## src/hw/rtl/ccc_pkg.sv

```systemverilog
// Package for the calorimeter cluster centroid block: sizes, codes, command types.
// Used by every module under hw/rtl except ccc_ram; depends on nothing.
`default_nettype none

package ccc_pkg;

    localparam int GRID_COLS = 40;
    localparam int GRID_ROWS = 40;
    localparam int MAX_HITS  = 64;

    localparam int ADDR_W  = $clog2(MAX_HITS);
    localparam int CNT_W   = $clog2(MAX_HITS + 1);
    localparam int POS_W   = 6;
    localparam int E_W     = 24;
    localparam int HIT_W   = 2 * POS_W + E_W;
    localparam int ESUM_W  = 30;
    localparam int ELOC_W  = 28;
    localparam int LCNT_W  = 4;
    localparam int TERM_W  = POS_W + 3;
    localparam int PROD_W  = E_W + 1 + TERM_W;
    localparam int SX_W    = PROD_W + 4;
    localparam int SX2_W   = SX_W + 11;
    localparam int NUM_W   = SX2_W + 1;
    localparam int DEN_W   = ELOC_W + 1;
    localparam int Q_W     = 17;
    localparam int DSH_W   = DEN_W + Q_W - 1;
    localparam int CRD_W   = 36;
    localparam int Z_W     = 26;
    localparam int SQI_W   = 32;
    localparam int SQ_W    = 60;
    localparam int STEP_W  = 5;
    localparam int PADDR_W = 4;

    localparam logic [STEP_W-1:0] DIV_LAST  = STEP_W'(Q_W - 1);
    localparam logic [STEP_W-1:0] CORD_LAST = STEP_W'(15);
    localparam logic [STEP_W-1:0] SQRT_LAST = STEP_W'(29);

    localparam logic [ESUM_W-1:0]       ESUM_MAX = '1;
    localparam logic signed [Z_W-1:0]   DEG180   = Z_W'(180 * 32768);
    localparam logic signed [Z_W-1:0]   PHI_MAX  = Z_W'(23040);
    localparam logic signed [Z_W-1:0]   PHI_MIN  = -Z_W'(23040);
    localparam logic signed [Z_W-1:0]   TH_MAX   = Z_W'(11520);
    localparam logic [15:0]             DEPTH_OFS = 16'd80;

    localparam logic [1:0] REG_PITCH_X    = 2'd0;
    localparam logic [1:0] REG_PITCH_Y    = 2'd1;
    localparam logic [1:0] REG_FRONT_DIST = 2'd2;

    localparam logic SEL_X = 1'b0;
    localparam logic SEL_Y = 1'b1;

    typedef enum logic [4:0] {
        S_IDLE, S_SCAN, S_DRAIN, S_MUL,
        S_DIVX_INIT, S_DIVX, S_DIVX_ST,
        S_DIVY_INIT, S_DIVY, S_DIVY_ST,
        S_SQR, S_SQRT_INIT, S_SQRT,
        S_PHI_INIT, S_PHI, S_PHI_ST,
        S_TH_INIT, S_TH, S_TH_ST,
        S_DONE
    } state_t;

    typedef enum logic [3:0] {
        OP_NOP, OP_SCAN, OP_MUL,
        OP_DIV_INIT, OP_DIV_STEP, OP_DIV_STORE,
        OP_SQR, OP_SQRT_INIT, OP_SQRT_STEP,
        OP_CORD_INIT, OP_CORD_STEP, OP_CORD_STORE,
        OP_DONE
    } op_t;

    typedef struct packed {
        logic               load;
        op_t                op;
        logic               sel;
        logic [STEP_W-1:0]  step;
    } cmd_t;

    typedef struct packed {
        logic scan_last;
        logic degen;
    } status_t;

    typedef struct packed {
        logic [9:0]  pitch_x;
        logic [9:0]  pitch_y;
        logic [15:0] front_distance;
    } cfg_t;

    function automatic logic signed [Z_W-1:0] atan_lut(input logic [3:0] k);
        logic signed [Z_W-1:0] a;
        case (k)
            4'd0:    a = Z_W'(1474560);
            4'd1:    a = Z_W'(870484);
            4'd2:    a = Z_W'(459940);
            4'd3:    a = Z_W'(233473);
            4'd4:    a = Z_W'(117189);
            4'd5:    a = Z_W'(58652);
            4'd6:    a = Z_W'(29333);
            4'd7:    a = Z_W'(14667);
            4'd8:    a = Z_W'(7334);
            4'd9:    a = Z_W'(3667);
            4'd10:   a = Z_W'(1833);
            4'd11:   a = Z_W'(917);
            4'd12:   a = Z_W'(458);
            4'd13:   a = Z_W'(229);
            4'd14:   a = Z_W'(115);
            default: a = Z_W'(57);
        endcase
        return a;
    endfunction

endpackage

`default_nettype wire

```

## src/hw/rtl/ccc_ctrl.sv

```systemverilog
// Controller: sequences hit loading, the 3x3 scan and the centroid arithmetic.
// Depends on ccc_pkg.
`default_nettype none

module ccc_ctrl import ccc_pkg::*; (
    input  logic    clk,
    input  logic    rst_n,
    input  logic    start,
    input  logic    last,
    input  status_t status,
    output cmd_t    cmd,
    output logic    busy,
    output logic    done
);

    state_t            state_reg;
    state_t            state_next;
    logic [STEP_W-1:0] cnt_reg;
    logic [STEP_W-1:0] cnt_next;
    logic              done_reg;

    always_ff @(posedge clk or negedge rst_n)
    begin
        if (!rst_n)
        begin
            state_reg <= S_IDLE;
            cnt_reg   <= '0;
            done_reg  <= 1'b0;
        end
        else
        begin
            state_reg <= state_next;
            cnt_reg   <= cnt_next;
            done_reg  <= (state_reg == S_DONE);
        end
    end

    assign busy = (state_reg != S_IDLE);
    assign done = done_reg;

    always_comb
    begin
        state_next = state_reg;
        cnt_next   = '0;
        cmd.load   = 1'b0;
        cmd.op     = OP_NOP;
        cmd.sel    = SEL_X;
        cmd.step   = cnt_reg;
        case (state_reg)
            S_IDLE:
            begin
                cmd.load = start;
                if (start && last)
                begin
                    state_next = S_SCAN;
                end
            end
            S_SCAN:
            begin
                cmd.op = OP_SCAN;
                if (status.scan_last)
                begin
                    state_next = S_DRAIN;
                end
            end
            S_DRAIN:
            begin
                state_next = S_MUL;
            end
            S_MUL:
            begin
                if (status.degen)
                begin
                    state_next = S_DONE;
                end
                else
                begin
                    cmd.op     = OP_MUL;
                    state_next = S_DIVX_INIT;
                end
            end
            S_DIVX_INIT:
            begin
                cmd.op     = OP_DIV_INIT;
                state_next = S_DIVX;
            end
            S_DIVX:
            begin
                cmd.op   = OP_DIV_STEP;
                cnt_next = cnt_reg + STEP_W'(1);
                if (cnt_reg == DIV_LAST)
                begin
                    cnt_next   = '0;
                    state_next = S_DIVX_ST;
                end
            end
            S_DIVX_ST:
            begin
                cmd.op     = OP_DIV_STORE;
                state_next = S_DIVY_INIT;
            end
            S_DIVY_INIT:
            begin
                cmd.op     = OP_DIV_INIT;
                cmd.sel    = SEL_Y;
                state_next = S_DIVY;
            end
            S_DIVY:
            begin
                cmd.op   = OP_DIV_STEP;
                cmd.sel  = SEL_Y;
                cnt_next = cnt_reg + STEP_W'(1);
                if (cnt_reg == DIV_LAST)
                begin
                    cnt_next   = '0;
                    state_next = S_DIVY_ST;
                end
            end
            S_DIVY_ST:
            begin
                cmd.op     = OP_DIV_STORE;
                cmd.sel    = SEL_Y;
                state_next = S_SQR;
            end
            S_SQR:
            begin
                cmd.op     = OP_SQR;
                state_next = S_SQRT_INIT;
            end
            S_SQRT_INIT:
            begin
                cmd.op     = OP_SQRT_INIT;
                state_next = S_SQRT;
            end
            S_SQRT:
            begin
                cmd.op   = OP_SQRT_STEP;
                cnt_next = cnt_reg + STEP_W'(1);
                if (cnt_reg == SQRT_LAST)
                begin
                    cnt_next   = '0;
                    state_next = S_PHI_INIT;
                end
            end
            S_PHI_INIT:
            begin
                cmd.op     = OP_CORD_INIT;
                state_next = S_PHI;
            end
            S_PHI:
            begin
                cmd.op   = OP_CORD_STEP;
                cnt_next = cnt_reg + STEP_W'(1);
                if (cnt_reg == CORD_LAST)
                begin
                    cnt_next   = '0;
                    state_next = S_PHI_ST;
                end
            end
            S_PHI_ST:
            begin
                cmd.op     = OP_CORD_STORE;
                state_next = S_TH_INIT;
            end
            S_TH_INIT:
            begin
                cmd.op     = OP_CORD_INIT;
                cmd.sel    = SEL_Y;
                state_next = S_TH;
            end
            S_TH:
            begin
                cmd.op   = OP_CORD_STEP;
                cmd.sel  = SEL_Y;
                cnt_next = cnt_reg + STEP_W'(1);
                if (cnt_reg == CORD_LAST)
                begin
                    cnt_next   = '0;
                    state_next = S_TH_ST;
                end
            end
            S_TH_ST:
            begin
                cmd.op     = OP_CORD_STORE;
                cmd.sel    = SEL_Y;
                state_next = S_DONE;
            end
            S_DONE:
            begin
                cmd.op     = OP_DONE;
                state_next = S_IDLE;
            end
            default:
            begin
                state_next = S_IDLE;
            end
        endcase
    end

endmodule

`default_nettype wire

```

## config.mk

```make
export PLATFORM = sky130hd
export DESIGN_NAME = ccc_ctrl
export DESIGN_NICKNAME = d
export VERILOG_FILES = /design/src/hw/rtl/ccc_pkg.sv /design/src/hw/rtl/ccc_ctrl.sv
export SDC_FILE = /design/constraint.sdc
export NUM_CORES = 1
export LEC_CHECK = 0
export BUFFER_PORTS_ARGS = -buffer_cell sky130_fd_sc_hd__buf_2
export CORE_UTILIZATION = 50
export CTS_BUF_LIST = sky130_fd_sc_hd__clkbuf_16
export CTS_CLUSTER_DIAMETER = 120
export DETAILED_ROUTE_END_ITERATION = 10
export MAX_ROUTING_LAYER = met4
export PLACE_DENSITY = 0.73
export SETUP_SLACK_MARGIN = 0.4
export SYNTH_ARGS = -nofsm -noshare
export SYNTH_HDL_FRONTEND = slang
export SYNTH_SLANG_ARGS = --single-unit
```

## constraint.sdc

```tcl
create_clock -name clk -period 7.2 [get_ports clk]
set_clock_uncertainty 0.2 [all_clocks]
set_input_delay 1.08 -clock clk [delete_from_list [all_inputs] [get_ports clk]]
set_output_delay 1.08 -clock clk [all_outputs]
set_load 0.01 [all_outputs]
```

Word-level counts from Yosys, hierarchy flattened
Cells that the tools add are included.

word-level totals
  register bits = 11
  logic and storage cells = 61
  input port bits = 6

operators by class
  add/sub/neg operators = 1
  multiplexer cells = 17
  equality and inequality tests = 29
  reduce and logical (&&, ||, !) cells = 11

operators by type and width
  kind                   number
  $pmux W5 S19           1
  $mux W5                11
  $pmux W4 S12           1
  $eq A5 B4 Y1 const B   9
  $eq A5 B5 Y1 const B   6
  $eq A5 B3 Y1 const B   4
  $pmux W5 S3            1
  $ne A2 B2 Y1 const B   7
  $reduce_or A2 Y1       6
  $eq A5 B2 Y1 const B   2
  $reduce_and A7 Y1      1
  $reduce_or A6 Y1       1
  $add A5 B1 Y5 const B  1
  $eq A5 B1 Y1 const B   1
  $logic_not A5 Y1       1
  $reduce_bool A5 Y1     1
  $mux W1                2
  $mux W2                1
  $logic_and A1 B1 Y1    1

Logic depth before layout (Yosys ltp)
  word-level depth = 3
  depth in mapped cells = 9

Worst setup path before layout
Ideal clock, no wire load.

  kind = input-to-output
  from = input status[0] (netlist bit)
  to = output cmd[7] (netlist bit)
  arrival = 1.557 ns
  setup slack = 4.363 ns
  cell stages on the path = 3
  cells stage by stage = nand2b_1 a21oi_1 o32ai_1

RTL lines
  what             RTL line        RTL
  start, declared  ccc_ctrl.sv:10  input status_t status,
  end, declared    ccc_ctrl.sv:11  output cmd_t cmd,

==> impl_metrics.env <==
export IMPL_r2r_slack_ps=4690
export IMPL_start_util_pct=56.2
export IMPL_min_path_type="reg2reg"
export IMPL_dpl_cell_area_um2=972
export IMPL_r2r_end="state_reg[0]"
export IMPL_grt_overflow=0
export IMPL_cts_root_buffer="clkbuf_16"
export IMPL_vias=803
export IMPL_area_growth_pct=17.5
export IMPL_async_reset_ff_share_pct=100
export IMPL_antenna_found_initial=0
export IMPL_dieArea_um2=1970
export IMPL_crit_arrival_ps=2010
export IMPL_fin_area_um2=1050
export IMPL_whs_path_depth=1
export IMPL_synth_ff_type="dfrtp_1"
export IMPL_period_minus_slack_ps=3290
export IMPL_dp_hpwl_mm=1.27
export IMPL_slew_limit_headroom_pct=61.0
export IMPL_synthDistinctLibCells=38
export IMPL_clockBufferDepth=2
export IMPL_via_per_inst=5.54
export IMPL_drtIter0Drc=17
export IMPL_crit_fanout=15
export IMPL_synth_top_area_share_pct=30.7
export IMPL_synth_enable_flop_cells=0
export IMPL_clock_sinks=11
export IMPL_worst_hold_path_endpoint="cnt_reg[0]"
export IMPL_synthTopCellsByArea="dfrtp_1 31%, ha_1 7.0%, nor2_1 4.6%, a21oi_1 4.5%, nand2_1 3.8%"
export IMPL_setup_tns_ps=0
export IMPL_ant_nets=0
export IMPL_drive_gt1_share_pct=24.0
export IMPL_endpoint_kind="output port"
export IMPL_grt_max_degree=20
export IMPL_wl_per_cell_um=12.3
export IMPL_grt_pass1_vias=701
export IMPL_track_usage_pct=21.9
export IMPL_cts_tree="done"
export IMPL_hp_start="cnt_reg[0]"
export IMPL_grt_pass1_wl_mm=3.05
export IMPL_synth_area_per_cell_um2=8.37
export IMPL_slew_viol_final=0
export IMPL_max_freq_ghz=0.304
export IMPL_path_class="reg2out"
export IMPL_power_leakage_nw=0.475
export IMPL_placementRows=14
export IMPL_clk_pin_slew_worst_paths_ps=40
export IMPL_status="complete, no violations"
export IMPL_cts_setup_buffers=0
export IMPL_layout_nets=133
export IMPL_io_pins=19
export IMPL_post_cts_resized=0
export IMPL_required_ps=5920
export IMPL_holdWs_ps=342
export IMPL_ir_worst_vdd_v=0.000262
export IMPL_seq_area_frac_synth_pct=30.7
export IMPL_yosysWarnings=0
export IMPL_core_area_um2=1590
export IMPL_hold_viol_final=0
export IMPL_reg2reg_depth=9
export IMPL_power_per_cell_area_nw_per_um2=433
export IMPL_synth_top_cell_by_area="dfrtp_1"
export IMPL_synth_cell_area_um2=896
export IMPL_clk_latency_ps=240
export IMPL_firstDrtPassIters=4
export IMPL_rsz0062_at_grt="false"
export IMPL_holdBufCountCts=0
export IMPL_cts_made_buffers=3
export IMPL_antenna_cells=0
export IMPL_rr_startpoint="cnt_reg[0]"
export IMPL_drcViolationCount=0
export IMPL_io_buffers=18
export IMPL_worst_slew_pin_slew_ps=585
export IMPL_ys_ff_latch=11
export IMPL_synthCells=107
export IMPL_wl_mm=1.79
export IMPL_syn_nets=118
export IMPL_post_route_period_util_pct=45.7
export IMPL_htree_levels=1
export IMPL_die_x_um=44.3
export IMPL_startpoint_type="register"
export IMPL_place_congestion=0.853
export IMPL_final_setup_viol_count=0
export IMPL_die_h_um=44.3
export IMPL_ys_top_cells_by_count="11 x dfrtp_1, 11 x nor2_1, 9 x nand2_1"
export IMPL_n_fill_cell=139
export IMPL_max_cap_viol_count=0
## metrics by stage
stage	worst slack, ps	util [%]	instances	power, mW
6_report	3910	66.0	145	0.456
5_1_grt	3770	66.0	145	0.494
4_1_cts	3940	66.0	145	0.457
3_5_place_dp	4200	61.0	141	0.355
3_3_place_gp	4200	61.0	141	0.352
2_1_floorplan	4360	-	107	0.306
## report_power, final
group	internal, mW	leakage [nW]	switching [mW]	total, mW
Clock	0.0734	0.0409	0.0263	0.0997
Combinational	0.101	0.287	0.111	0.212
Sequential	0.0786	0.147	0.0657	0.144
## cells by family after synthesis
family,after synthesis,synth area share (%)
AND/OR/NAND/NOR,44,26.8
AO/OA/AOI/OAI,25,20.5
buffers and inverters,15,7.82
flip-flops,11,30.7
XOR/XNOR,6,5.87
adder cells (fa/ha/maj),5,6.98
multiplexers,1,1.26
## cell usage in the layout, fill, tap and decap left out, types with 5 or more instances in the layout
master | synthesis | layout
nor2_1 | 11 | 11
inv_1 | 7 | 7
ha_1 | 5 | 5
a21oi_1 | 8 | 8
nand2_1 | 9 | 9
buf_2 | 2 | 18
dfrtp_1 | 11 | 11
nand3_1 | 5 | 5
## area by class of cell
type                       count  area (um^2)  area share [%]
multi-input combinational     81          551            52.3
sequential                    11          275            26.2
timing repair buffer          18         90.1            8.56
clock buffer                   3         75.1            7.13
tap                           24         30.0            2.85
inverter                       7         26.3            2.50
clock inverter                 1         5.00           0.476
## worst max path at each step
stage	startpoint	to	slack, ps	cells past startpoint
after floorplan	status[0]	cmd[7]	4360	3
after global placement	status[0]	cmd[7]	4200	5
after detailed placement	status[0]	cmd[7]	4200	5
after CTS	state_reg[4]	cmd[7]	3940	6
after global routing	state_reg[4]	cmd[7]	3770	6
final	state_reg[4]	cmd[7]	3910	6
## per-layer routing
| metal | GRT usage (%) | vias up | wire (um) |
|---|---|---|---|
| li1 | - | 404 | - |
| met1 | 31.5 | 386 | 926 |
| met2 | 30.3 | 13 | 795 |
| met3 | 7.35 | 0 | 67 |
| met4 | 3.64 | 0 | 0 |
| met5 | - | - | 0 |
## critical path: stages (launching register included)
cell	delay (ps)
dfrtp_1	680
inv_1	210
or3_1	340
o21ai_0	110
a21boi_0	130
o32ai_1	130
buf_2	170
Note: power is estimated with default switching activity, not from simulation.
