## config.mk

```make
export PLATFORM = sky130hd
export DESIGN_NAME = ccc_regs
export DESIGN_NICKNAME = d
export VERILOG_FILES = /design/src/hw/rtl/ccc_pkg.sv /design/src/hw/rtl/ccc_regs.sv
export SDC_FILE = /design/constraint.sdc
export NUM_CORES = 1
export LEC_CHECK = 0
export BUFFER_PORTS_ARGS = -buffer_cell sky130_fd_sc_hd__buf_2
export CAP_MARGIN = 10
export CORE_MARGIN = 2
export CORE_UTILIZATION = 31
export CTS_BUF_LIST = sky130_fd_sc_hd__clkbuf_4 sky130_fd_sc_hd__clkbuf_8
export DETAILED_ROUTE_END_ITERATION = 8
export PLACE_DENSITY_LB_ADDON = 0.1
export SLEW_MARGIN = 25
export SYNTH_ARGS = -nofsm -noshare
export SYNTH_HDL_FRONTEND = slang
export SYNTH_SLANG_ARGS = --single-unit
```

## constraint.sdc

```tcl
create_clock -name clk -period 1.1 [get_ports clk]
set_clock_uncertainty 0.2 [all_clocks]
set_input_delay 0.11 -clock clk [delete_from_list [all_inputs] [get_ports clk]]
set_output_delay 0.11 -clock clk [all_outputs]
set_load 0.02 [all_outputs]
```

## src/hw/rtl/ccc_pkg.sv

```systemverilog
// Package for the calorimeter cluster centroid block: sizes, codes, command types.
// Used by every module under hw/rtl except ccc_ram; depends on nothing.
`default_nettype none

package ccc_pkg;

    localparam int GRID_COLS = 40;
    localparam int GRID_ROWS = 40;
    localparam int MAX_HITS  = 64;

    localparam int ADDR_W  = $clog2(MAX_HITS);
    localparam int CNT_W   = $clog2(MAX_HITS + 1);
    localparam int POS_W   = 6;
    localparam int E_W     = 24;
    localparam int HIT_W   = 2 * POS_W + E_W;
    localparam int ESUM_W  = 30;
    localparam int ELOC_W  = 28;
    localparam int LCNT_W  = 4;
    localparam int TERM_W  = POS_W + 3;
    localparam int PROD_W  = E_W + 1 + TERM_W;
    localparam int SX_W    = PROD_W + 4;
    localparam int SX2_W   = SX_W + 11;
    localparam int NUM_W   = SX2_W + 1;
    localparam int DEN_W   = ELOC_W + 1;
    localparam int Q_W     = 17;
    localparam int DSH_W   = DEN_W + Q_W - 1;
    localparam int CRD_W   = 36;
    localparam int Z_W     = 26;
    localparam int SQI_W   = 32;
    localparam int SQ_W    = 60;
    localparam int STEP_W  = 5;
    localparam int PADDR_W = 4;

    localparam logic [STEP_W-1:0] DIV_LAST  = STEP_W'(Q_W - 1);
    localparam logic [STEP_W-1:0] CORD_LAST = STEP_W'(15);
    localparam logic [STEP_W-1:0] SQRT_LAST = STEP_W'(29);

    localparam logic [ESUM_W-1:0]       ESUM_MAX = '1;
    localparam logic signed [Z_W-1:0]   DEG180   = Z_W'(180 * 32768);
    localparam logic signed [Z_W-1:0]   PHI_MAX  = Z_W'(23040);
    localparam logic signed [Z_W-1:0]   PHI_MIN  = -Z_W'(23040);
    localparam logic signed [Z_W-1:0]   TH_MAX   = Z_W'(11520);
    localparam logic [15:0]             DEPTH_OFS = 16'd80;

    localparam logic [1:0] REG_PITCH_X    = 2'd0;
    localparam logic [1:0] REG_PITCH_Y    = 2'd1;
    localparam logic [1:0] REG_FRONT_DIST = 2'd2;

    localparam logic SEL_X = 1'b0;
    localparam logic SEL_Y = 1'b1;

    typedef enum logic [4:0] {
        S_IDLE, S_SCAN, S_DRAIN, S_MUL,
        S_DIVX_INIT, S_DIVX, S_DIVX_ST,
        S_DIVY_INIT, S_DIVY, S_DIVY_ST,
        S_SQR, S_SQRT_INIT, S_SQRT,
        S_PHI_INIT, S_PHI, S_PHI_ST,
        S_TH_INIT, S_TH, S_TH_ST,
        S_DONE
    } state_t;

    typedef enum logic [3:0] {
        OP_NOP, OP_SCAN, OP_MUL,
        OP_DIV_INIT, OP_DIV_STEP, OP_DIV_STORE,
        OP_SQR, OP_SQRT_INIT, OP_SQRT_STEP,
        OP_CORD_INIT, OP_CORD_STEP, OP_CORD_STORE,
        OP_DONE
    } op_t;

    typedef struct packed {
        logic               load;
        op_t                op;
        logic               sel;
        logic [STEP_W-1:0]  step;
    } cmd_t;

    typedef struct packed {
        logic scan_last;
        logic degen;
    } status_t;

    typedef struct packed {
        logic [9:0]  pitch_x;
        logic [9:0]  pitch_y;
        logic [15:0] front_distance;
    } cfg_t;

    function automatic logic signed [Z_W-1:0] atan_lut(input logic [3:0] k);
        logic signed [Z_W-1:0] a;
        case (k)
            4'd0:    a = Z_W'(1474560);
            4'd1:    a = Z_W'(870484);
            4'd2:    a = Z_W'(459940);
            4'd3:    a = Z_W'(233473);
            4'd4:    a = Z_W'(117189);
            4'd5:    a = Z_W'(58652);
            4'd6:    a = Z_W'(29333);
            4'd7:    a = Z_W'(14667);
            4'd8:    a = Z_W'(7334);
            4'd9:    a = Z_W'(3667);
            4'd10:   a = Z_W'(1833);
            4'd11:   a = Z_W'(917);
            4'd12:   a = Z_W'(458);
            4'd13:   a = Z_W'(229);
            4'd14:   a = Z_W'(115);
            default: a = Z_W'(57);
        endcase
        return a;
    endfunction

endpackage

`default_nettype wire

```

## src/hw/rtl/ccc_regs.sv

```systemverilog
// APB-style configuration registers: pitches and front face distance.
// Depends on ccc_pkg.
`default_nettype none

module ccc_regs import ccc_pkg::*; (
    input  logic               clk,
    input  logic               rst_n,
    input  logic               psel,
    input  logic               penable,
    input  logic               pwrite,
    input  logic [PADDR_W-1:0] paddr,
    input  logic [31:0]        pwdata,
    output logic [31:0]        prdata,
    output logic               pready,
    output cfg_t               cfg
);

    logic [9:0]  pitch_x_reg;
    logic [9:0]  pitch_y_reg;
    logic [15:0] front_dist_reg;
    logic        wr_en;

    assign pready = 1'b1;
    assign wr_en  = psel && penable && pwrite && pready;

    always_ff @(posedge clk or negedge rst_n)
    begin
        if (!rst_n)
        begin
            pitch_x_reg    <= 10'd240;
            pitch_y_reg    <= 10'd240;
            front_dist_reg <= 16'd7360;
        end
        else if (wr_en)
        begin
            case (paddr[3:2])
                REG_PITCH_X:    pitch_x_reg    <= pwdata[9:0];
                REG_PITCH_Y:    pitch_y_reg    <= pwdata[9:0];
                REG_FRONT_DIST: front_dist_reg <= pwdata[15:0];
                default:        ;
            endcase
        end
    end

    always_comb
    begin
        case (paddr[3:2])
            REG_PITCH_X:    prdata = {22'd0, pitch_x_reg};
            REG_PITCH_Y:    prdata = {22'd0, pitch_y_reg};
            REG_FRONT_DIST: prdata = {16'd0, front_dist_reg};
            default:        prdata = 32'd0;
        endcase
    end

    assign cfg = '{pitch_x: pitch_x_reg, pitch_y: pitch_y_reg,
                   front_distance: front_dist_reg};

endmodule

`default_nettype wire

```

## Word level (Yosys, flattened, before mapping)

Cells that the tools add are included.

- Equal/unequal tests: 2
- Mux-type cells: 1
- Reductions and logical operators: 6

Operators by type and width:

| operator | count |
|---|---|
| one-hot mux 16 bit (3 select lines) | 1 |
| AND reduction 2 bit | 3 |
| equality test 2 x 1 -> 1 bit, second input constant | 1 |
| equality test 2 bit, second input constant | 1 |
| logical AND 1 bit | 2 |
| zero test 2 bit | 1 |

- Bits in registers: 36
- Input bits: 41
- Logic and storage cells: 12

## Depth between registers and ports, before layout

Gate-level depths: netlist of the first run.

- Depth after elaboration: 3
- Mapped depth: 4
- Mapped depth without buffers: 3

## Worst setup path before layout of the first run

Ideal clock, no wire load.

- Path type: in2reg
- Start point: input pwrite
- End point: register front_dist_reg[13]
- Setup time: 0.125 ns
- Arrival time: 1.180 ns
- Slack: -0.405 ns
- Cell stages on the path: 4
- Path buffers: 1
- Cell sequence: nand3_1 > nor3b_2 > buf_6 > mux2_2

- Cells in the longest elaborated chain, start to end: 2

Ends and longest elaborated chain:

| what | line | source |
|---|---|---|
| start, declared | ccc_regs.sv:10 | `input logic pwrite,` |
| logical AND 1 bit | ccc_regs.sv:24 | `assign wr_en = psel && penable && pwrite && pready;` |
| AND reduction 2 bit (no source line) | - |  |
| end signal, assigned | ccc_regs.sv:39 | `REG_FRONT_DIST: front_dist_reg <= pwdata[15:0];` |
| end, declared | ccc_regs.sv:20 | `logic [15:0] front_dist_reg;` |

Every way passes these cells.
A chain may end at the register's enable or synchronous reset.

## Worst setup path in the final report of the first run

- Start point: register pitch_x_reg[7]
- End point: output prdata[7]

- Cells in the longest elaborated chain, start to end: 1

Ends and longest elaborated chain:

| what | line | source |
|---|---|---|
| start, declared | ccc_regs.sv:18 | `logic [9:0] pitch_x_reg;` |
| start signal, assigned | ccc_regs.sv:37 | `REG_PITCH_X: pitch_x_reg <= pwdata[9:0];` |
| one-hot mux 16 bit (3 select lines) | ccc_regs.sv:47 | `case (paddr[3:2])` |
| end, declared | ccc_regs.sv:13 | `output logic [31:0] prdata,` |

Every way passes these cells.

==> metrics, run 1 <==
Finished Core Util 0.624; Tot GR Track Use 0.178; Setup WS pre-CTS -385 ps; Hold Crit Class in2async; RSZ-0062 raised after global routing yes; residual antenna-violating net count after detailed routing 0; clk buf depth 2; Adder-Cell Fraction of Synth Area 0; mux cell area share after synthesis 0.287; Rows 27; Synth Register Bits 36; sequential area share after synthesis 0.521; H-tree levels 2; I/O Pins 110; NetSw around 0.002 W; drt pass-1 iters 2; crit path capture type primary output; Via density about 4.4; hpwl dp around 3.5 mm; leading cell type in the layout, fill and taps excluded buf_6; diode count 0; yosys warns 0; Post-Synth XOR/XNOR Area 0; CP required ~790 ps; Placed Instances roughly 300; first-pass GRT wire length 8.56 mm; PwrDens around 1800 nW/um2; Pleak 1.65 nW; Max FO, Critical Path 2; Peak supply drop 1090 uV; most area-hungry cell type in the Yosys netlist dfrtp_1; Gate power share 0.480; die area between 6000 and 7000 um2; area grow syn2layout 95.3%; Int Power 0.00415 W; Core ar. 5510 um2; most frequent cells in the layout 88 x buf_6, 20 x buf_4, 18 x mux2_4, 18 x mux2_2; Final WS setup -392 ps; CP Launch Type flop; DP Area between 2000 and 2500 um2; final non-filler cell total 354; DR iter-0 viols 65; drt wl/cell about 15 um; syn avg cell area 12.8 um2; Final Critical Period approximately 1500 ps; Min Hold Slack about 50 ps; sw frac 0.324; status complete, but fails checks; CTS Buf Count 5; violated checks setup timing; Skew-Pair Late Insertion Delay 290 ps; max FFs per register 16; gpl congestion 0.694; top-area cell type share of the netlist area 0.327; Clock Root Buffer clkbuf_8; Finish-stage setup viols between 60 and 70; Final Hold Viols 0; compound-gate portion of the synthesized area 0.0284; crit path DAT between 1000 and 1500 ps; Finished Cell Area roughly 3400 um2; Syn Inst Count approximately 140; max-slew violations 0; total grt overflow 0; largest family of logic cells by synthesized area multiplexers; via count of the first global-routing pass roughly 1700; Total Wirelength 5.31 mm; Die Width 79.4 um; share of cells above drive strength 1 0.752; Netlist cell types 17; Crit Path Class reg2out; port buffer count 74; synth top area cells dfrtp_1 33%, mux2_2 23%, dfstp_2 19%; Clock Power Share 0.192; clk slew on worst S/H paths approximately 70 ps; vias approximately 1600; initial antenna violation count 0; maxcap violations 0; Die Y approximately 80 um; CTS tree yes; largest net degree at the start of global routing 27; Fmax achieved ~0.67 GHz; Nets 322; sequential share of power 0.328; Simple-Gate Fraction of Synth Area 0.0704; post-synthesis cell area 1760 um2; Num Clock Sinks 36; initial core utilization 0.320; Final period util 1.36; DRC 0
power by group through the flow:
stage | sequential, W | clock [W] | combinational, W
detailed placement | 0.00198 | 0 | 0.00180
global placement | 0.00196 | 0 | 0.00177
floorplan | 0.00235 | 0 | 0.000756
finish | 0.00202 | 0.00118 | 0.00295
CTS | 0.00200 | 0.00120 | 0.00267
global route | 0.00205 | 0.00127 | 0.00312
synth_stat cells:
cell type / instances
nor3_2: 1
clkbuf_1: 2
buf_6: 1
or3b_1: 1
nand3_1: 1
o21ai_0: 10
nor3b_2: 1
dfrtp_1: 23
buf_2: 2
and2_1: 6
nand2_1: 10
dfstp_2: 13
nor2b_1: 2
buf_4: 17
mux2_2: 36
conb_1: 2
mux2i_1: 10
worst max-delay path, stage by stage (launching register included):
cell and delay [ps]:
dfstp_2 550, mux2i_1 80, o21ai_2 130, buf_6 130
layer usage:
metal | wire length (um) | GRT usage
met1 | 2290 | 0.228
met2 | 2680 | 0.300
met3 | 249 | 0.0375
met4 | 87 | 0.0586
met5 | 0 | 0
per-stage QoR:
step | total power (W) | setup TNS [ps]
floorplan | 0.00311 | -7130
global placement | 0.00374 | -13740
detailed placement | 0.00378 | -14440
CTS | 0.00587 | -10750
global route | 0.00645 | -13620
finish | 0.00614 | -11200
cell families after synthesis:
group                  count (synthesis)
AOI/OAI and AO/OA                     10
and+or+nand+nor                       22
DFF                                   36
other                                  2
buffers and inverters                 22
muxes                                 46
path summary, 6_finish.rpt:
| check | cells after the start | end | slack, ps | start |
|---|---|---|---|---|
| setup / recovery | 3 | prdata[7] | -390 | pitch_x_reg[7]$_DFFE_PN1P_ |
| hold / removal | 2 | front_dist_reg[13]$_DFFE_PN0P_ | 50 | rst_n |
| setup reg to reg | 3 | pitch_x_reg[2]$_DFFE_PN0P_ | -100 | pitch_x_reg[2]$_DFFE_PN0P_ |
| hold reg to reg | 1 | front_dist_reg[4]$_DFFE_PN0P_ | 360 | front_dist_reg[4]$_DFFE_PN0P_ |
| max in group asynchronous | 3 | pitch_y_reg[7]$_DFFE_PN1P_ | 140 | rst_n |
| min in group clk | 4 | pitch_x_reg[9]$_DFFE_PN0P_ | 130 | paddr[3] |
final cells by class:
type | count | area (um2)
clock buffers | 5 | 68.8
multi-input cells | 95 | 893
fillers | 457 | 2070
flip-flops and latches | 36 | 927
clock inverters | 3 | 42.5
repair buffers | 143 | 1420
well taps | 72 | 90.1
repair_timing:
item / 4_1_cts / 5_1_grt
setup buffers: 17 / 17
endpoints found under the setup margin: 68 / 71
hold endpoints to repair: 72 / 0
gates resized for setup: 129 / 34
hold buffers: 17 / 0
cloned: 1 / 0
pin swaps: 6 / 0
No activity file was read; power rests on OpenSTA's default activity.
==> run 2: changes to the inputs <==
CORE_ASPECT_RATIO = 1.2   (was default)
REMOVE_ABC_BUFFERS = 1   (was default)
==> run 2 against run 1 <==
Against the previous run:
- the run still ends with setup timing left
- worst setup slack got worse by 51 ps
- total power fell by 7.0%
- critical path depth unchanged
- highest routed layer unchanged
- largest power group unchanged
- sequential share of layout area increased by 1.0 points
- via count is 2.6% lower
==> metrics, run 2 (synthesized netlist as in run 1, its figures left out) <==
drt pass-1 iters 2 (unchanged); Pleak 1.62 nW (-2.0%); PwrDens 1740 nW/um2 (-2.4%); Min Hold Slack 116 ps (+65.8 ps); diode count 0 (unchanged); Hold Crit Class in2async; gpl congestion 0.684 (-1.4%); CP required 790 ps (about the same); CP Launch Type flop; clk buf depth 2 (unchanged); Tot GR Track Use 0.163 (-0.0153); crit path DAT 1230 ps (+50 ps); Final WS setup -443 ps (-50.8 ps); filler cell count 468 (+2.4%); Fmax achieved 0.648 GHz (-3.3%); Rows 30 (+11%); initial antenna violation count 0 (unchanged); crit path capture type primary output; Max FO, Critical Path 2 (unchanged); drt wl/cell 16.0 um (+6.7%); max FFs per register 16 (unchanged); via count of the first global-routing pass 1611 (-5.8%); Peak supply drop 949 uV (-13%); most frequent cells in the layout 75 x buf_6, 27 x buf_2, 23 x dfrtp_1, 22 x mux2_4; share of cells above drive strength 1 0.682 (-0.0695); Finished Cell Area 3280 um2 (-4.7%); port buffer count 74 (unchanged); hpwl dp 3.41 mm (-2.7%); first-pass GRT wire length 7.75 mm (-9.4%); area grow syn2layout 86.2%; Skew-Pair Late Insertion Delay 280 ps (about the same); largest net degree at the start of global routing 37 (+37%); Final Hold Viols 0 (unchanged); Num Clock Sinks 36 (unchanged); Pwr Total 0.00571 W (-7.0%); Clock Root Buffer clkbuf_8; violated checks setup timing; H-tree levels 2 (unchanged); Finish-stage setup viols 73 (+7.4%); vias 1525 (-2.6%); Core ar. 5560 um2 (+0.89%); clk slew on worst S/H paths 80 ps (about the same); Total Wirelength 5.46 mm (+2.8%); die area 6300 um2 (about the same); maxcap violations 0 (unchanged); Crit Path Class reg2out; Setup WS pre-CTS -436 ps (-51.6 ps); DP Area 2320 um2 (-4.9%); Die Y 86.6 um (+9.1%); DRC 0 (unchanged); leading cell type in the layout, fill and taps excluded buf_6; Final period util 1.40 (+0.0462); CTS tree yes; total grt overflow 0 (unchanged); DR iter-0 viols 13 (-80%); status complete, but fails checks; initial core utilization 0.317 (-0.00281); RSZ-0062 raised after global routing yes; I/O Pins 110 (unchanged); residual antenna-violating net count after detailed routing 0 (unchanged); Via density 4.47 (+1.2%); Final Critical Period 1540 ps (+50.8 ps); max-slew violations 0 (unchanged); Die Width 72.8 um (-8.3%); multi-input logic area 876 um2 (-2.0%); CTS Buf Count 5 (unchanged); storage element area 917 um2 (-1.1%); Nets 317 (-1.6%)
==> run 2: metal layers <==
| metal | up-vias | GRT usage | share of wire |
|---|---|---|---|
| li1 | 715 | - | - |
| met1 | 745 | 0.189 | 0.39 |
| met2 | 56 | 0.296 | 0.55 |
| met3 | 9 | 0.0372 | 0.049 |
| met4 | 0 | 0.0455 | 0.016 |
| met5 | - | 0 | 0 |
==> run 2: through the flow <==
step | setup TNS (ps) | cells | util
2_1_floorplan | -17730 | 131 | -
3_3_place_gp | -15710 | 295 | 0.417
3_5_place_dp | -17430 | 295 | 0.417
4_1_cts | -9910 | 331 | 0.546
5_1_grt | -12620 | 341 | 0.590
6_report | -9970 | 341 | 0.590
==> run 2: timing repair <==
item	in CTS	in global routing
gates resized for setup	120	56
setup endpoints to repair	78	79
pin swaps	2	7
buffers inserted	11	15
hold buffers	17	0
endpoints found under the hold margin	72	0
cloned	0	1
==> run 2: layout make-up <==
class,instances,share of cell area
clock buffer,6,0.0252
clock inverter,2,0.00305
multi-input combinational,95,0.267
sequential,36,0.280
tap,64,0.0244
timing repair buffer,138,0.400
==> run 2: worst paths after layout <==
kind                       slack, ps                             to                          start  cells past startpoint
max                             -440                      prdata[7]  front_dist_reg[7]$_DFFE_PN1P_                      3
min                              120     pitch_y_reg[3]$_DFFE_PN0P_                          rst_n                      3
max reg2reg                     -100     pitch_y_reg[4]$_DFFE_PN1P_     pitch_y_reg[4]$_DFFE_PN1P_                      4
min reg2reg                      350  front_dist_reg[4]$_DFFE_PN0P_  front_dist_reg[4]$_DFFE_PN0P_                      1
max in group asynchronous        330     pitch_x_reg[4]$_DFFE_PN1P_                          rst_n                      3
min in group clk                 170     pitch_x_reg[5]$_DFFE_PN1P_                       paddr[3]                      4
==> run 2: critical path, stage by stage (launching register included) <==
cell     delay [ps]
dfstp_2         550
mux2i_1          90
o21ai_1         150
buf_4           160
==> run 2: where the power goes <==
| group | switching [W] | internal [W] | leakage [nW] | total, W |
|---|---|---|---|---|
| registers | 0.000263 | 0.00172 | 0.418 | 0.00198 |
| logic | 0.00116 | 0.00160 | 1.15 | 0.00276 |
| clock network | 0.000471 | 0.000500 | 0.0510 | 0.000971 |
| total | 0.00190 | 0.00381 | 1.62 | 0.00571 |
